--- config.mk ---
export PLATFORM = sky130hd
export DESIGN_NAME = karyotype_division_rule_core
export DESIGN_NICKNAME = d
export VERILOG_FILES = /design/src/design/kdr_pkg.sv /design/src/design/karyotype_division_rule_core.sv
export SDC_FILE = /design/constraint.sdc
export NUM_CORES = 1
export LEC_CHECK = 0
export BUFFER_PORTS_ARGS = -buffer_cell sky130_fd_sc_hd__buf_2
export CAP_MARGIN = 5
export CORE_MARGIN = 4
export CORE_UTILIZATION = 50
export CTS_CLUSTER_DIAMETER = 100
export DETAILED_ROUTE_END_ITERATION = 16
export PLACE_DENSITY = 0.73
export SLEW_MARGIN = 20
export SYNTH_ARGS = -nofsm -noshare
export SYNTH_HDL_FRONTEND = slang
export SYNTH_SLANG_ARGS = --single-unit
--- constraint.sdc ---
create_clock -name clk_i -period 10.6 [get_ports clk_i]
set_input_delay 2.12 -clock clk_i [delete_from_list [all_inputs] [get_ports clk_i]]
set_output_delay 2.12 -clock clk_i [all_outputs]
set_load 0.01 [all_outputs]
--- src/design/kdr_pkg.sv ---
// ----------------------------------------------------------------------------
// kdr_pkg: shared definitions for the karyotype division rule core
// Widths, row depth, register indexes and copy change codes.
// ----------------------------------------------------------------------------
package kdr_pkg;

  // Row depth and the widths that follow from it
  localparam int unsigned MaxChrom = 64;
  localparam int unsigned IdxW     = (MaxChrom > 1) ? $clog2(MaxChrom) : 1;
  localparam int unsigned CntW     = $clog2(MaxChrom + 1);

  // Field widths
  localparam int unsigned ProbW   = 17;
  localparam int unsigned CopiesW = 8;
  localparam int unsigned DrawW   = 16;
  localparam int unsigned DaughW  = 4;
  localparam int unsigned OutcW   = 2;
  localparam int unsigned ProdW   = ProbW + CopiesW;
  localparam int unsigned CfgIdxW = 1;

  // Largest legal copy count of a daughter
  localparam logic [CopiesW-1:0] MaxCount = CopiesW'(8);

  // Configuration register indexes
  localparam logic [CfgIdxW-1:0] RegMissegProb   = 1'b0;
  localparam logic [CfgIdxW-1:0] RegDoublingProb = 1'b1;

  // Per-chromosome copy change, as stored
  typedef enum logic [1:0] {
    ChNone = 2'd0,
    ChUp   = 2'd1,
    ChDown = 2'd2
  } change_e;

  // Division outcome
  typedef enum logic [OutcW-1:0] {
    OutBoth    = 2'd0,
    OutOne     = 2'd1,
    OutRemoved = 2'd2
  } outcome_e;

endpackage

--- src/design/karyotype_division_rule_core.sv ---
// ----------------------------------------------------------------------------
// karyotype_division_rule_core: division rule over one karyotype row
// Loads a parent row, tests doubling and missegregation, replays daughters.
// ----------------------------------------------------------------------------
// Usage:
//   Input channel (in_valid_i / in_stall_o) carries one chromosome per
//   transfer; row_end_i marks the last one of a row. The doubling draws are
//   read on the first element of each row.
//   Each element is taken in a transfer step and then computed in the
//   shared multiply-compare unit, which also writes the row memory.
//   After the row_end element the row is replayed from the row memory, one
//   result per stored chromosome, each through a memory read, output form and
//   output transfer step; the receiver can stall the transfer. in_stall_o stays
//   high for the whole replay. Elements beyond the row depth are not stored.
//   Output channel (out_valid_o / out_stall_i): the result is held in the
//   output register for as long as out_stall_i is high.
//   Configuration port (cfg_valid_i / cfg_ready_o) is always ready; write
//   it only while the block is idle.
//   Reset clears the control state and both probabilities; the block is
//   ready for an input transfer as soon as reset is released.
// ----------------------------------------------------------------------------
module karyotype_division_rule_core (
  input  logic                              clk_i,
  input  logic                              rst_ni,
  // configuration port
  input  logic                              cfg_valid_i,
  output logic                              cfg_ready_o,
  input  logic [kdr_pkg::CfgIdxW-1:0]       cfg_index_i,
  input  logic [kdr_pkg::ProbW-1:0]         cfg_data_i,
  // input channel
  input  logic                              in_valid_i,
  output logic                              in_stall_o,
  input  logic [kdr_pkg::CopiesW-1:0]       copies_i,
  input  logic [kdr_pkg::DrawW-1:0]         misseg_draw_i,
  input  logic                              sign_draw_i,
  input  logic [kdr_pkg::DrawW-1:0]         doubling_draw_i,
  input  logic                              keep_draw_i,
  input  logic                              row_end_i,
  // output channel
  output logic                              out_valid_o,
  input  logic                              out_stall_i,
  output logic [kdr_pkg::OutcW-1:0]         outcome_o,
  output logic [kdr_pkg::DaughW-1:0]        first_daughter_o,
  output logic [kdr_pkg::DaughW-1:0]        second_daughter_o,
  output logic                              last_out_o
);

  typedef enum logic [2:0] {
    StIdle,
    StCalc,
    StRead,
    StForm,
    StHold
  } state_e;

  localparam int unsigned MemW = kdr_pkg::CopiesW + 2;

  state_e                          state_q;
  logic [kdr_pkg::ProbW-1:0]       misseg_prob_q, doubling_prob_q;
  logic [kdr_pkg::CntW-1:0]        cnt_q;
  logic [kdr_pkg::IdxW-1:0]        idx_q;
  logic                            dbl_q, keep_q;
  logic [1:0]                      valid_q;
  kdr_pkg::outcome_e               outcome_q;

  // latched input element
  logic [kdr_pkg::CopiesW-1:0]     copies_q;
  logic [kdr_pkg::DrawW-1:0]       mdraw_q, ddraw_q;
  logic                            sign_q, keep_in_q, end_q;

  // row memory: {change, parent}
  logic [MemW-1:0]                 mem_q [kdr_pkg::MaxChrom];
  logic [MemW-1:0]                 rd_q;
  logic                            mem_we;
  logic [MemW-1:0]                 mem_wdata;

  // output register
  logic                            out_valid_q;
  logic [kdr_pkg::OutcW-1:0]       outcome_out_q;
  logic [kdr_pkg::DaughW-1:0]      first_q, second_q;
  logic                            last_q;

  // element compute
  logic                            first_elem, dbl_now, keep_now, stored, miss;
  logic [kdr_pkg::ProdW-1:0]       prod;
  kdr_pkg::change_e                ch;
  logic                            v1_ok, v2_ok;
  logic [1:0]                      valid_new;
  kdr_pkg::outcome_e               outcome_new;

  // replay
  logic [kdr_pkg::CopiesW-1:0]     rd_parent;
  kdr_pkg::change_e                rd_change;
  logic [kdr_pkg::DaughW-1:0]      d1, d2, f_val, g_val;
  logic                            is_last;

  assign cfg_ready_o = 1'b1;
  assign in_stall_o  = (state_q != StIdle);

  // Shared multiply-compare unit and range checks for the latched element
  always_comb begin
    first_elem = (cnt_q == '0);
    dbl_now    = first_elem ? ({1'b0, ddraw_q} < doubling_prob_q) : dbl_q;
    keep_now   = first_elem ? keep_in_q : keep_q;
    stored     = (cnt_q < kdr_pkg::CntW'(kdr_pkg::MaxChrom));
    prod       = kdr_pkg::ProdW'(misseg_prob_q) * kdr_pkg::ProdW'(copies_q);
    miss       = (kdr_pkg::ProdW'(mdraw_q) < prod);
    ch         = kdr_pkg::ChNone;
    if (!dbl_now && miss) begin
      ch = sign_q ? kdr_pkg::ChUp : kdr_pkg::ChDown;
    end
    // first daughter p+s, second p-s, both must lie in 0..8
    unique case (ch)
      kdr_pkg::ChUp: begin
        v1_ok = (copies_q < kdr_pkg::MaxCount);
        v2_ok = (copies_q != '0) && (copies_q <= kdr_pkg::MaxCount + 1'b1);
      end
      kdr_pkg::ChDown: begin
        v1_ok = (copies_q != '0) && (copies_q <= kdr_pkg::MaxCount + 1'b1);
        v2_ok = (copies_q < kdr_pkg::MaxCount);
      end
      default: begin
        v1_ok = (copies_q <= kdr_pkg::MaxCount);
        v2_ok = v1_ok;
      end
    endcase
    valid_new = valid_q;
    if (stored) begin
      if (dbl_now) begin
        if (copies_q > (kdr_pkg::MaxCount >> 1)) valid_new[0] = 1'b0;
      end else begin
        if (!v1_ok) valid_new[0] = 1'b0;
        if (!v2_ok) valid_new[1] = 1'b0;
      end
    end
    // outcome of the row from the final flags
    if (dbl_now) begin
      outcome_new = (!keep_now || !valid_new[0]) ? kdr_pkg::OutRemoved : kdr_pkg::OutOne;
    end else if (valid_new == 2'b11) begin
      outcome_new = kdr_pkg::OutBoth;
    end else if (valid_new != 2'b00) begin
      outcome_new = kdr_pkg::OutOne;
    end else begin
      outcome_new = kdr_pkg::OutRemoved;
    end
    mem_we    = (state_q == StCalc) && stored;
    mem_wdata = {ch, copies_q};
  end

  // Form one daughter pair from the memory read data
  always_comb begin
    rd_parent = rd_q[kdr_pkg::CopiesW-1:0];
    rd_change = kdr_pkg::change_e'(rd_q[MemW-1 -: 2]);
    if (dbl_q) begin
      d1 = {rd_parent[kdr_pkg::DaughW-2:0], 1'b0};
      d2 = '0;
    end else begin
      unique case (rd_change)
        kdr_pkg::ChUp: begin
          d1 = rd_parent[kdr_pkg::DaughW-1:0] + kdr_pkg::DaughW'(1);
          d2 = rd_parent[kdr_pkg::DaughW-1:0] - kdr_pkg::DaughW'(1);
        end
        kdr_pkg::ChDown: begin
          d1 = rd_parent[kdr_pkg::DaughW-1:0] - kdr_pkg::DaughW'(1);
          d2 = rd_parent[kdr_pkg::DaughW-1:0] + kdr_pkg::DaughW'(1);
        end
        default: begin
          d1 = rd_parent[kdr_pkg::DaughW-1:0];
          d2 = rd_parent[kdr_pkg::DaughW-1:0];
        end
      endcase
    end
    unique case (outcome_q)
      kdr_pkg::OutBoth: begin
        f_val = d1;
        g_val = d2;
      end
      kdr_pkg::OutOne: begin
        f_val = (dbl_q || valid_q[0]) ? d1 : d2;
        g_val = '0;
      end
      default: begin
        f_val = '0;
        g_val = '0;
      end
    endcase
    is_last = ((kdr_pkg::CntW'(idx_q) + kdr_pkg::CntW'(1)) == cnt_q);
  end

  // Row memory: one write port, one registered read port
  always_ff @(posedge clk_i) begin
    if (mem_we) begin
      mem_q[cnt_q[kdr_pkg::IdxW-1:0]] <= mem_wdata;
    end
    rd_q <= mem_q[idx_q];
  end

  // Latch the element on its transfer
  always_ff @(posedge clk_i) begin
    if (in_valid_i && !in_stall_o) begin
      copies_q  <= copies_i;
      mdraw_q   <= misseg_draw_i;
      sign_q    <= sign_draw_i;
      ddraw_q   <= doubling_draw_i;
      keep_in_q <= keep_draw_i;
      end_q     <= row_end_i;
    end
  end

  // Configuration registers
  always_ff @(posedge clk_i or negedge rst_ni) begin
    if (!rst_ni) begin
      misseg_prob_q   <= '0;
      doubling_prob_q <= '0;
    end else if (cfg_valid_i && cfg_ready_o) begin
      unique case (cfg_index_i)
        kdr_pkg::RegMissegProb:   misseg_prob_q   <= cfg_data_i;
        kdr_pkg::RegDoublingProb: doubling_prob_q <= cfg_data_i;
        default: ;
      endcase
    end
  end

  // Sequencer: load, compute, then replay the row
  always_ff @(posedge clk_i or negedge rst_ni) begin
    if (!rst_ni) begin
      state_q       <= StIdle;
      cnt_q         <= '0;
      idx_q         <= '0;
      dbl_q         <= 1'b0;
      keep_q        <= 1'b0;
      valid_q       <= 2'b11;
      outcome_q     <= kdr_pkg::OutBoth;
      out_valid_q   <= 1'b0;
      outcome_out_q <= '0;
      first_q       <= '0;
      second_q      <= '0;
      last_q        <= 1'b0;
    end else begin
      unique case (state_q)
        StIdle: begin
          if (in_valid_i) state_q <= StCalc;
        end
        StCalc: begin
          dbl_q   <= dbl_now;
          keep_q  <= keep_now;
          valid_q <= valid_new;
          if (stored) cnt_q <= cnt_q + kdr_pkg::CntW'(1);
          if (end_q) begin
            outcome_q <= outcome_new;
            idx_q     <= '0;
            state_q   <= StRead;
          end else begin
            state_q <= StIdle;
          end
        end
        StRead: begin
          state_q <= StForm;
        end
        StForm: begin
          outcome_out_q <= outcome_q;
          first_q       <= f_val;
          second_q      <= g_val;
          last_q        <= is_last;
          out_valid_q   <= 1'b1;
          state_q       <= StHold;
        end
        StHold: begin
          // hold the result until the receiver takes it
          if (!out_stall_i) begin
            out_valid_q <= 1'b0;
            if (last_q) begin
              cnt_q   <= '0;
              dbl_q   <= 1'b0;
              keep_q  <= 1'b0;
              valid_q <= 2'b11;
              state_q <= StIdle;
            end else begin
              idx_q   <= idx_q + kdr_pkg::IdxW'(1);
              state_q <= StRead;
            end
          end
        end
        default: state_q <= StIdle;
      endcase
    end
  end

  assign out_valid_o       = out_valid_q;
  assign outcome_o         = outcome_out_q;
  assign first_daughter_o  = first_q;
  assign second_daughter_o = second_q;
  assign last_out_o        = last_q;

endmodule

==> results of run 1 <==
-- worst paths after layout --
kind	to	depth (start not counted)
max	outcome_q[0]	28
min	outcome_o[0]	1
max reg2reg	outcome_q[0]	28
min reg2reg	outcome_o[0]	1
max in group asynchronous	idx_q[0]	2
min in group asynchronous	doubling_prob_q[4]	2
-- worst max-delay path: cells and delay by family (launching register included) --
kind	cells	cell delay, ps
buffers and inverters	2	90
adder cells (fa/ha/maj)	7	2950
multiplexers	1	150
flip-flops	1	640
AND/OR/NAND/NOR	5	1280
AO/OA/AOI/OAI	12	2450
XOR/XNOR	1	100
-- cell families (layout without fill, tap and decap cells) --
group | count (synthesis) | in the layout | share of synthesized area
AO/OA/AOI/OAI | 168 | 168 | 0.0437
AND/OR/NAND/NOR | 394 | 394 | 0.0809
buffers and inverters | 211 | 329 | 0.0334
other | 1 | 1 | 0.000150
adder cells (fa/ha/maj) | 173 | 173 | 0.114
multiplexers | 169 | 169 | 0.132
flip-flops | 501 | 501 | 0.585
XOR/XNOR | 30 | 30 | 0.0105
-- where the power goes --
group          switching (mW)  internal, mW  total (mW)
combinational            2.88          2.08        4.97
sequential              0.155          2.37        2.53
clock                   0.775          1.05        1.83
-- placed cells by master (no fill, tap or decap), types with 13 or more instances in the layout --
| master | n |
|---|---|
| nand2_1 | 81 |
| a21oi_1 | 42 |
| buf_2 | 78 |
| ha_1 | 83 |
| xor2_1 | 17 |
| clkinv_1 | 15 |
| dfrtp_1 | 63 |
| and2_1 | 122 |
| inv_1 | 140 |
| fa_1 | 90 |
| xnor2_1 | 13 |
| edfxtp_1 | 427 |
| o21ai_0 | 47 |
| nor2_1 | 106 |
| mux2_2 | 37 |
| mux4_2 | 126 |
| clkbuf_16 | 52 |
-- sequential cells by signal, summed over array words and instances (netlist names), 2 cells and up --
| name | flops |
|---|---|
| cnt_q | 7 |
| rd_q | 6 |
| doubling_prob_q | 17 |
| first_daughter_o | 4 |
| outcome_q | 2 |
| copies_q | 8 |
| mdraw_q | 16 |
| ddraw_q | 16 |
| valid_q | 2 |
| mem_q | 384 |
| second_daughter_o | 4 |
| state_q | 3 |
| idx_q | 6 |
| misseg_prob_q | 17 |
| outcome_o | 2 |
-- cell type report --
| type | count | area (sq um) |
|---|---|---|
| Clock buffer | 57 | 1320 |
| Multi-Input combinational cell | 935 | 9560 |
| Clock inverter | 40 | 417 |
| Sequential cell | 501 | 14700 |
| Tap cell | 664 | 831 |
| Timing Repair Buffer | 92 | 536 |
| Fill cell | 3808 | 21300 |
| Inverter | 140 | 526 |
-- routing by layer --
layer / wire [um] / share of wire / vias to the layer above
li1: - / - / 6237
met1: 21400 / 0.40 / 7231
met2: 26600 / 0.50 / 482
met3: 3150 / 0.059 / 111
met4: 1740 / 0.033 / 4
met5: 103 / 0.0019 / -
-- metrics by stage --
step	hold slack, ps	power [mW]
2_1_floorplan	479	6.32
3_3_place_gp	485	7.40
3_5_place_dp	492	7.50
4_1_cts	506	9.35
5_1_grt	526	10.1
6_report	499	9.32
==> metrics.md, run 1 <==
| Metric | Value |
|---|---|
| Status | `finished clean` |
| Met1 GRT Util | `0.274` |
| Sum Neg Setup Slack | `0 ps` |
| CTS root buf | `clkbuf_16` |
| Antenna Diode Count | `0` |
| Area contributors post-synth | `edfxtp_1 (51%), mux4_2 (11%), fa_1 (7.2%), dfrtp_1 (6.6%), ha_1 (4.2%)` |
| Synth area leader | `edfxtp_1` |
| Final std cells w/o fill | `2429` |
| WL final | `53000 um` |
| TritonRoute pass-1 iters | `6` |
| Area share of the largest cell type after synthesis | `0.513` |
| Minimum clock period | `7780 ps` |
| Total GRT Usage | `0.202` |
| Critical path startpoint | `copies_q[4]` |
| Synth Flop Type | `edfxtp_1` |
| RR Startpoint | `copies_q[4]` |
| Hold Startpoint | `outcome_o[0]` |
| CTS H-tree depth | `2` |
| Initial antenna violation count | `1` |
| Max-cap check violation count | `0` |
| Syn nets | `1886` |
| Power per cell area | `335 mW/mm^2` |
| M2 GR Usage | `0.340` |
| Synth Instances | `1647` |
| Kind of critical path | `reg2reg` |
| Peak VDD IR | `0.357 mV` |
| Synth-to-layout area growth | `11.3%` |
| # port buffers | `78` |
| DIE HEIGHT | `232 um` |
| Clk slew on worst S/H paths | `60 ps` |
| Post-synth EDFFs | `427` |
| CTS buffer count | `52` |
| Post-CTS Hold Fix Bufs | `0` |
| Vias | `14100` |
| Finished Core Util | `0.566` |
| Vias in the first global route | `14400` |
| Least-Margin Pin Slew | `1100 ps` |
| Remaining global-route overflow | `0` |
| Postcts setup bufs | `0` |
| # IOs | `80` |
| Met3 Track Usage GR | `0.0281` |
| Die W | `232 um` |
| Final hold viol count | `0` |
| Post-cts resize count | `0` |
| DP HPWL | `35300 um` |
| 1st-iter DRT viols | `1368` |
| Largest net degree at the start of global routing | `78` |
| Mean Syn Cell Area | `15.2 sq um` |
| Slew Limit Fails | `0` |
| Synth warn | `0` |
| Placed cell area | `0.0261 sq mm` |
| Initial Util | `0.509` |
| DIE AREA | `0.0537 sq mm` |
| DR vias/cell | `5.79` |
| GRT Max-Usage Layer | `met2` |
| Setup Skew | `42.5 ps` |
| Final period util | `0.734` |
| Design area | `0.0278 sq mm` |
| Hold crit path type | `reg2reg` |
| Core Rows | `81` |
| CP Capture Type | `register` |
| CP arrival | `8250 ps` |
| FF-to-FF setup slack | `2820 ps` |
| Max Root-Sink Buffers | `3` |
| Startpoint Class | `register` |
| # nets final | `1961` |
| FMAX | `129 MHz` |
| Synth unique cells | `72` |
| Most common cell in the netlist | `edfxtp_1` |
| Slowest stage delay, CP | `640 ps` |
| Inst Count DP | `2330` |
| Max-slew headroom | `0.261` |
| Core Area | `0.0492 sq mm` |
| Sequential area share after synthesis | `0.585` |
| Commonest cells post-synth | `edfxtp_1 (427), inv_1 (140), mux4_2 (126)` |
| Skew-Pair Late Insertion Delay | `620 ps` |
| Routed Antenna Nets | `0` |
| Final number of setup-violating endpoints | `0` |
| Clk sinks | `501` |
| # DRC | `0` |
| First-pass GRT wire length | `84100 um` |
| Setup slack after layout | `2820 ps` |
| GPL Wtd Cong | `0.857` |
| RSZ-0062 raised after global routing | `no` |
| CP required | `11070 ps` |
| Asr flop ratio synth | `0.136` |
| Pre-CTS WS | `2780 ps` |
| CP Max Fanout | `18` |
| WL/cell | `21.8 um` |
| Leakage | `10.1 nW` |
| Layout cells sized above 1 | `0.199` |
| Yosys reg bits | `501` |
| Synth Cell Area | `0.0250 sq mm` |
| CTS tree | `built` |
| Crit-path slowest cell | `edfxtp_1` |
(Power assumes the default switching activity.)
==> run 2: changes to the inputs <==
Clock period 10.6 ns to 7.2 ns, I/O delays scaled along.
==> run 2 against run 1 <==
Against the previous run:
- die area unchanged
- largest cell class unchanged
- critical path type unchanged
- critical path depth unchanged
- maximum frequency increased by 14%
- global-route usage increased by 0.51 points
- sequential share of layout area about the same
- worst hold slack improved by 9.2 ps
- count of clock-buffer cells in the layout increased by 9
- cell area about the same
- setup slack got worse by 2400 ps
- largest power group unchanged
- flip-flop and latch count unchanged
==> metrics.md, run 2 (synthesis gave the netlist of run 1 again) <==
| Metric | Value |
|---|---|
| Status | `finished clean` |
| Initial Util | `0.509` |
| Reg2reg end | `mem_q[45][9]` |
| Startpoint Class | `register` |
| # nets final | `1973` |
| # port buffers | `78` |
| CP delay by family, top | `adder cells` |
| CTS H-tree depth | `2` |
| Hold crit path type | `reg2reg` |
| CTS buffer count | `51` |
| FMAX | `147 MHz` |
| Minimum clock period | `6810 ps` |
| Crit-path slowest cell | `fa_1` |
| Remaining global-route overflow | `0` |
| Max reg flops | `384` |
| Final-layout fill cell count | `3805` |
| WL final | `54600 um` |
| Total GRT Usage | `0.207` |
| Core Rows | `81` |
| TritonRoute pass-1 iters | `5` |
| Hold-critical path depth | `1` |
| Power per cell area | `497 mW/mm^2` |
| Commonest non-fill, non-tap cell in the layout | `edfxtp_1` |
| Skew-Pair Late Insertion Delay | `610 ps` |
| CTS root buf | `clkbuf_16` |
| DIE AREA | `0.0537 sq mm` |
| Slew Limit Fails | `0` |
| Synth-to-layout area growth | `11.4%` |
| RR Startpoint | `copies_q[3]` |
| DP HPWL | `35700 um` |
| WL/cell | `22.4 um` |
| Hold Path End | `second_daughter_o[0]` |
| Total power | `13.8 mW` |
| Worst Path Buf+Inv | `5` |
| Post-CTS Hold Fix Bufs | `0` |
| Vias in the first global route | `14900` |
| Leakage | `10.1 nW` |
| CP Max Fanout | `64` |
| Kind of critical path | `reg2reg` |
| Hold Startpoint | `second_daughter_o[0]` |
| # DRC | `0` |
| Slowest stage delay, CP | `560 ps` |
| Crit-path most repeated cell | `fa_1` |
| Clk slew on worst S/H paths | `60 ps` |
| Max-slew headroom | `0.304` |
| Setup Skew | `40.9 ps` |
| Final hold viol count | `0` |
| R2R depth | `28` |
| Final number of setup-violating endpoints | `0` |
| Inst Count DP | `2341` |
| Largest net degree at the start of global routing | `73` |
| Final std cells w/o fill | `2438` |
| DR vias/cell | `5.80` |
| CP Capture Type | `register` |
| FF-to-FF setup slack | `390 ps` |
| Number of stages on the worst setup path | `28` |
| CP arrival | `7060 ps` |
| CP required | `7450 ps` |
| # IOs | `80` |
| Initial antenna violation count | `5` |
| Core Area | `0.0492 sq mm` |
| Peak VDD IR | `0.499 mV` |
| Routed Antenna Nets | `0` |
| Combined area of the multi-input logic cells | `0.00962 sq mm` |
| Final period util | `0.946` |
| GPL Wtd Cong | `0.868` |
| Least-Margin Pin Slew | `1040 ps` |
| Clk sinks | `501` |
| DIE HEIGHT | `232 um` |
| 1st-iter DRT viols | `1236` |
| Placed cell area | `0.0261 sq mm` |
| Seq. cell area | `0.0147 sq mm` |
| Design area | `0.0279 sq mm` |
| Most frequent cells in the layout | `edfxtp_1 (427), inv_1 (140), mux4_2 (126)` |
| Layout cells sized above 1 | `0.210` |
| Max-cap check violation count | `0` |
| CTS tree | `built` |
| Die W | `232 um` |
| First-pass GRT wire length | `86000 um` |
| Vias | `14100` |
| Max Root-Sink Buffers | `3` |
==> run 2: cell count changes in the layout (fill, tap and decap cells not counted), sizes merged, moves of 2 or more <==
cell,delta
buf,+11
clkbuf,+9
clkinv,-9
bufinv,-3
clkinvlp,-3
nor2,+2
==> run 2: repair_timing <==
action                                  4_1_cts  5_1_grt
gates resized for setup                       2       13
endpoints found under the setup margin       64      130
setup buffers                                 0        1
cloned                                        1        1
pin swaps                                     1        3
endpoints found under the hold margin         0        0
==> run 2: worst max-delay path by stage <==
stage	to	from	slack, ps
floorplan	outcome_q[0]	copies_q[3]	4
global placement	mem_q[52][8]	copies_q[3]	90
detailed placement	mem_q[54][8]	copies_q[3]	-20
CTS	mem_q[27][9]	copies_q[3]	100
global route	outcome_q[0]	copies_q[3]	-50
finish	mem_q[45][9]	copies_q[3]	390
==> run 2: layout make-up <==
type	count	share of cell area
Sequential cell	501	0.526
Timing Repair Buffer	103	0.0216
Inverter	140	0.0189
Antenna cell	1	0.0000898
Tap cell	664	0.0298
Clock buffer	66	0.0489
Clock inverter	26	0.00965
Multi-Input combinational cell	937	0.345
==> run 2: power breakdown <==
group,internal (mW),switching [mW]
registers,3.49,0.211
logic,3.18,4.40
clock network,1.45,1.11
total,8.12,5.72
==> run 2: layer usage <==
| metal | GRT usage | routed length, um | up-vias |
|---|---|---|---|
| li1 | - | - | 6257 |
| met4 | 0.0719 | 2050 | 2 |
| met1 | 0.278 | 21900 | 7253 |
| met2 | 0.347 | 27200 | 514 |
| met3 | 0.0349 | 3530 | 117 |
| met5 | 0 | 13 | - |
==> run 2: worst register-to-register path, delay by kind of cell, from the launching register on <==
family | cells | cell delay [ps]
adders and majority gates | 6 | 2600
AOI/OAI and AO/OA | 9 | 1580
and+or+nand+nor | 7 | 1020
buffers and inverters | 5 | 770
DFF | 1 | 380
xor gates and xnor gates | 1 | 80
==> run 2: stage by stage <==
| step | hold slack, ps | util | setup TNS [ps] | worst slack, ps |
|---|---|---|---|---|
| finish | 509 | 0.567 | 0 | 386 |
| global route | 519 | 0.567 | -48.5 | -48.5 |
| CTS | 509 | 0.565 | 0 | 103 |
| detailed placement | 495 | 0.532 | -163 | -20.4 |
| global placement | 487 | 0.532 | 0 | 94.0 |
| floorplan | 479 | - | 0 | 3.86 |
==> run 3: changes to the inputs <==
Settings changed: CORE_UTILIZATION 50 to 45, PLACE_DENSITY 0.73 to 0.68.
==> run 3 against run 2 <==
Against the previous run:
- global-route usage decreased by 1.6 points
- first-iteration DRC count is 4.0% lower
- die area grew 11%
- core utilization shrank 5.7 points
- combinational power decreased by 1%
- cell count increased by 3.6%
- sequential share of layout area decreased by 0.41 points
- count of clock-buffer cells in the layout rose by 5
==> metrics.md, run 3 (synthesis gave the netlist of run 1 again) <==
| Metric | Value |
|---|---|
| Vias in the first global route | `14700` |
| Minimum clock period | `6790 ps` |
| Switching share of power | `0.408` |
| Max reg flops | `384` |
| Total GRT Usage | `0.191` |
| Most frequent cells in the layout | `edfxtp_1 (427), inv_1 (140), mux4_2 (126)` |
| Hold crit path type | `reg2reg` |
| GPL Wtd Cong | `0.860` |
| Setup Skew | `37.4 ps` |
| RSZ-0062 raised after global routing | `no` |
| Critical path startpoint | `copies_q[4]` |
| Clock power share | `0.197` |
| Net Sw Power | `5.70 mW` |
| Skew-Pair Late Insertion Delay | `610 ps` |
| Startpoint Class | `register` |
| CTS root buf | `clkbuf_16` |
| CTS buffer count | `52` |
| Power per cell area | `497 mW/mm^2` |
| Least-Margin Pin Slew | `1060 ps` |
| Initial antenna violation count | `0` |
| CP required | `7450 ps` |
| Hold Startpoint | `outcome_o[1]` |
| Inst Count DP | `2428` |
| Remaining global-route overflow | `0` |
| Hold WS | `499 ps` |
| Leakage | `10.1 nW` |
| Max-slew headroom | `0.293` |
| Routed Antenna Nets | `0` |
| Max Root-Sink Buffers | `3` |
| WL/cell | `22.1 um` |
| DIE AREA | `0.0594 sq mm` |
| 1st-iter DRT viols | `1186` |
| # DRC | `0` |
| Clk slew on worst S/H paths | `60 ps` |
| # IOs | `80` |
| Status | `finished clean` |
| DIE HEIGHT | `244 um` |
| Vias | `14000` |
| Commonest non-fill, non-tap cell in the layout | `edfxtp_1` |
| DR vias/cell | `5.55` |
| Kind of critical path | `reg2reg` |
| CTS tree | `built` |
| Internal power | `8.26 mW` |
| Comb pwr share | `0.537` |
| Seq pwr share | `0.266` |
| Synth-to-layout area growth | `12.3%` |
| Peak VDD IR | `0.574 mV` |
| Sum Neg Setup Slack | `0 ps` |
| Final hold viol count | `0` |
| DP HPWL | `37500 um` |
| FF-to-FF setup slack | `410 ps` |
| Layout cells sized above 1 | `0.209` |
| TritonRoute pass-1 iters | `5` |
| WL final | `55900 um` |
| Slew Limit Fails | `0` |
| Antenna Diode Count | `0` |
| Post-CTS Hold Fix Bufs | `0` |
| CP arrival | `7040 ps` |
| CTS H-tree depth | `2` |
| Final number of setup-violating endpoints | `0` |
| Max-cap check violation count | `0` |
| Final period util | `0.943` |
| Clk sinks | `501` |
| Final-layout fill cell count | `4544` |
| FMAX | `147 MHz` |
| CP Max Fanout | `64` |
| Initial Util | `0.454` |
| Largest net degree at the start of global routing | `76` |
| First-pass GRT wire length | `87100 um` |
| Core Rows | `86` |
| Core Area | `0.0551 sq mm` |
| RR Startpoint | `copies_q[4]` |
| # nets final | `1976` |
| # port buffers | `78` |
| Final std cells w/o fill | `2526` |
| Die W | `244 um` |
| CP Capture Type | `register` |
## run 3: cell types whose count changed in the layout (fill, tap and decap cells not counted), moves of 3 or more
| cell | change |
|---|---|
| clkinv_1 | +3 |
| clkbuf_16 | +3 |
| buf_4 | +4 |
| bufinv_16 | +3 |
| clkbuf_1 | +3 |
| clkinv_2 | -7 |
## run 3: timing repair
action                                 in CTS  in global routing
cloned                                      1                  0
endpoints found under the hold margin       0                  0
setup buffers                               0                  2
gates resized for setup                     1                 12
setup endpoints to repair                  12                130
pin swaps                                   1                  3
## run 3: worst paths after layout
kind                                    endpoint  cells after the start
worst min-delay path                outcome_o[1]                      1
worst max-delay path                 mem_q[4][9]                     24
worst max register to register       mem_q[4][9]                     24
max in group asynchronous               idx_q[1]                      1
min in group asynchronous       misseg_prob_q[3]                      1
worst min register to register      outcome_o[1]                      1
## run 3: layout make-up
class | count | area (sq um) | area share
Clock buffer | 71 | 1440 | 0.0511
Clock inverter | 24 | 333 | 0.0118
Inverter | 140 | 526 | 0.0187
Multi-Input combinational cell | 936 | 9600 | 0.342
Sequential cell | 501 | 14700 | 0.522
Tap cell | 748 | 936 | 0.0333
Timing Repair Buffer | 106 | 603 | 0.0215
## run 3: per-stage QoR
step	power, mW	instance area (sq um)	setup WS [ps]	util
final	14.0	28100	410	0.510
after floorplan	9.31	25000	3.86	-
after global placement	11.0	26300	270	0.477
after CTS	14.0	28000	41.4	0.509
after global routing	15.2	28100	15.3	0.510
after detailed placement	11.2	26300	-27.7	0.477
## run 3: metal layers
layer,part of all wire,GRT usage,up-vias
met5,0,0,-
met4,0.039,0.0729,0
met3,0.066,0.0376,127
met2,0.50,0.328,468
met1,0.39,0.241,7167
li1,-,-,6261
## run 3: critical path, cell delays in order (launching register included)
cell and delay (ps):
edfxtp_1 440, buf_4 220, and2_1 170, fa_1 570, fa_1 450, fa_1 610, inv_1 80, fa_1 530
inv_1 40, ha_1 380, a21oi_1 330, o211ai_1 150, and2_4 200, nor2_1 110, xor2_1 110, ha_1 310
o2111ai_1 90, o21ai_1 190, o2111ai_1 160, nor4_2 310, nand3_1 190, nand2_2 220, buf_4 160, nor2_4 30
buf_4 330
## run 3: power groups by stage
stage / clock network (mW) / registers [mW] / logic, mW
after CTS: 2.81 / 3.72 / 7.46
after global routing: 2.94 / 3.74 / 8.52
final: 2.75 / 3.72 / 7.50
after global placement: 0 / 3.77 / 7.26
after floorplan: 0 / 3.67 / 5.64
after detailed placement: 0 / 3.78 / 7.41
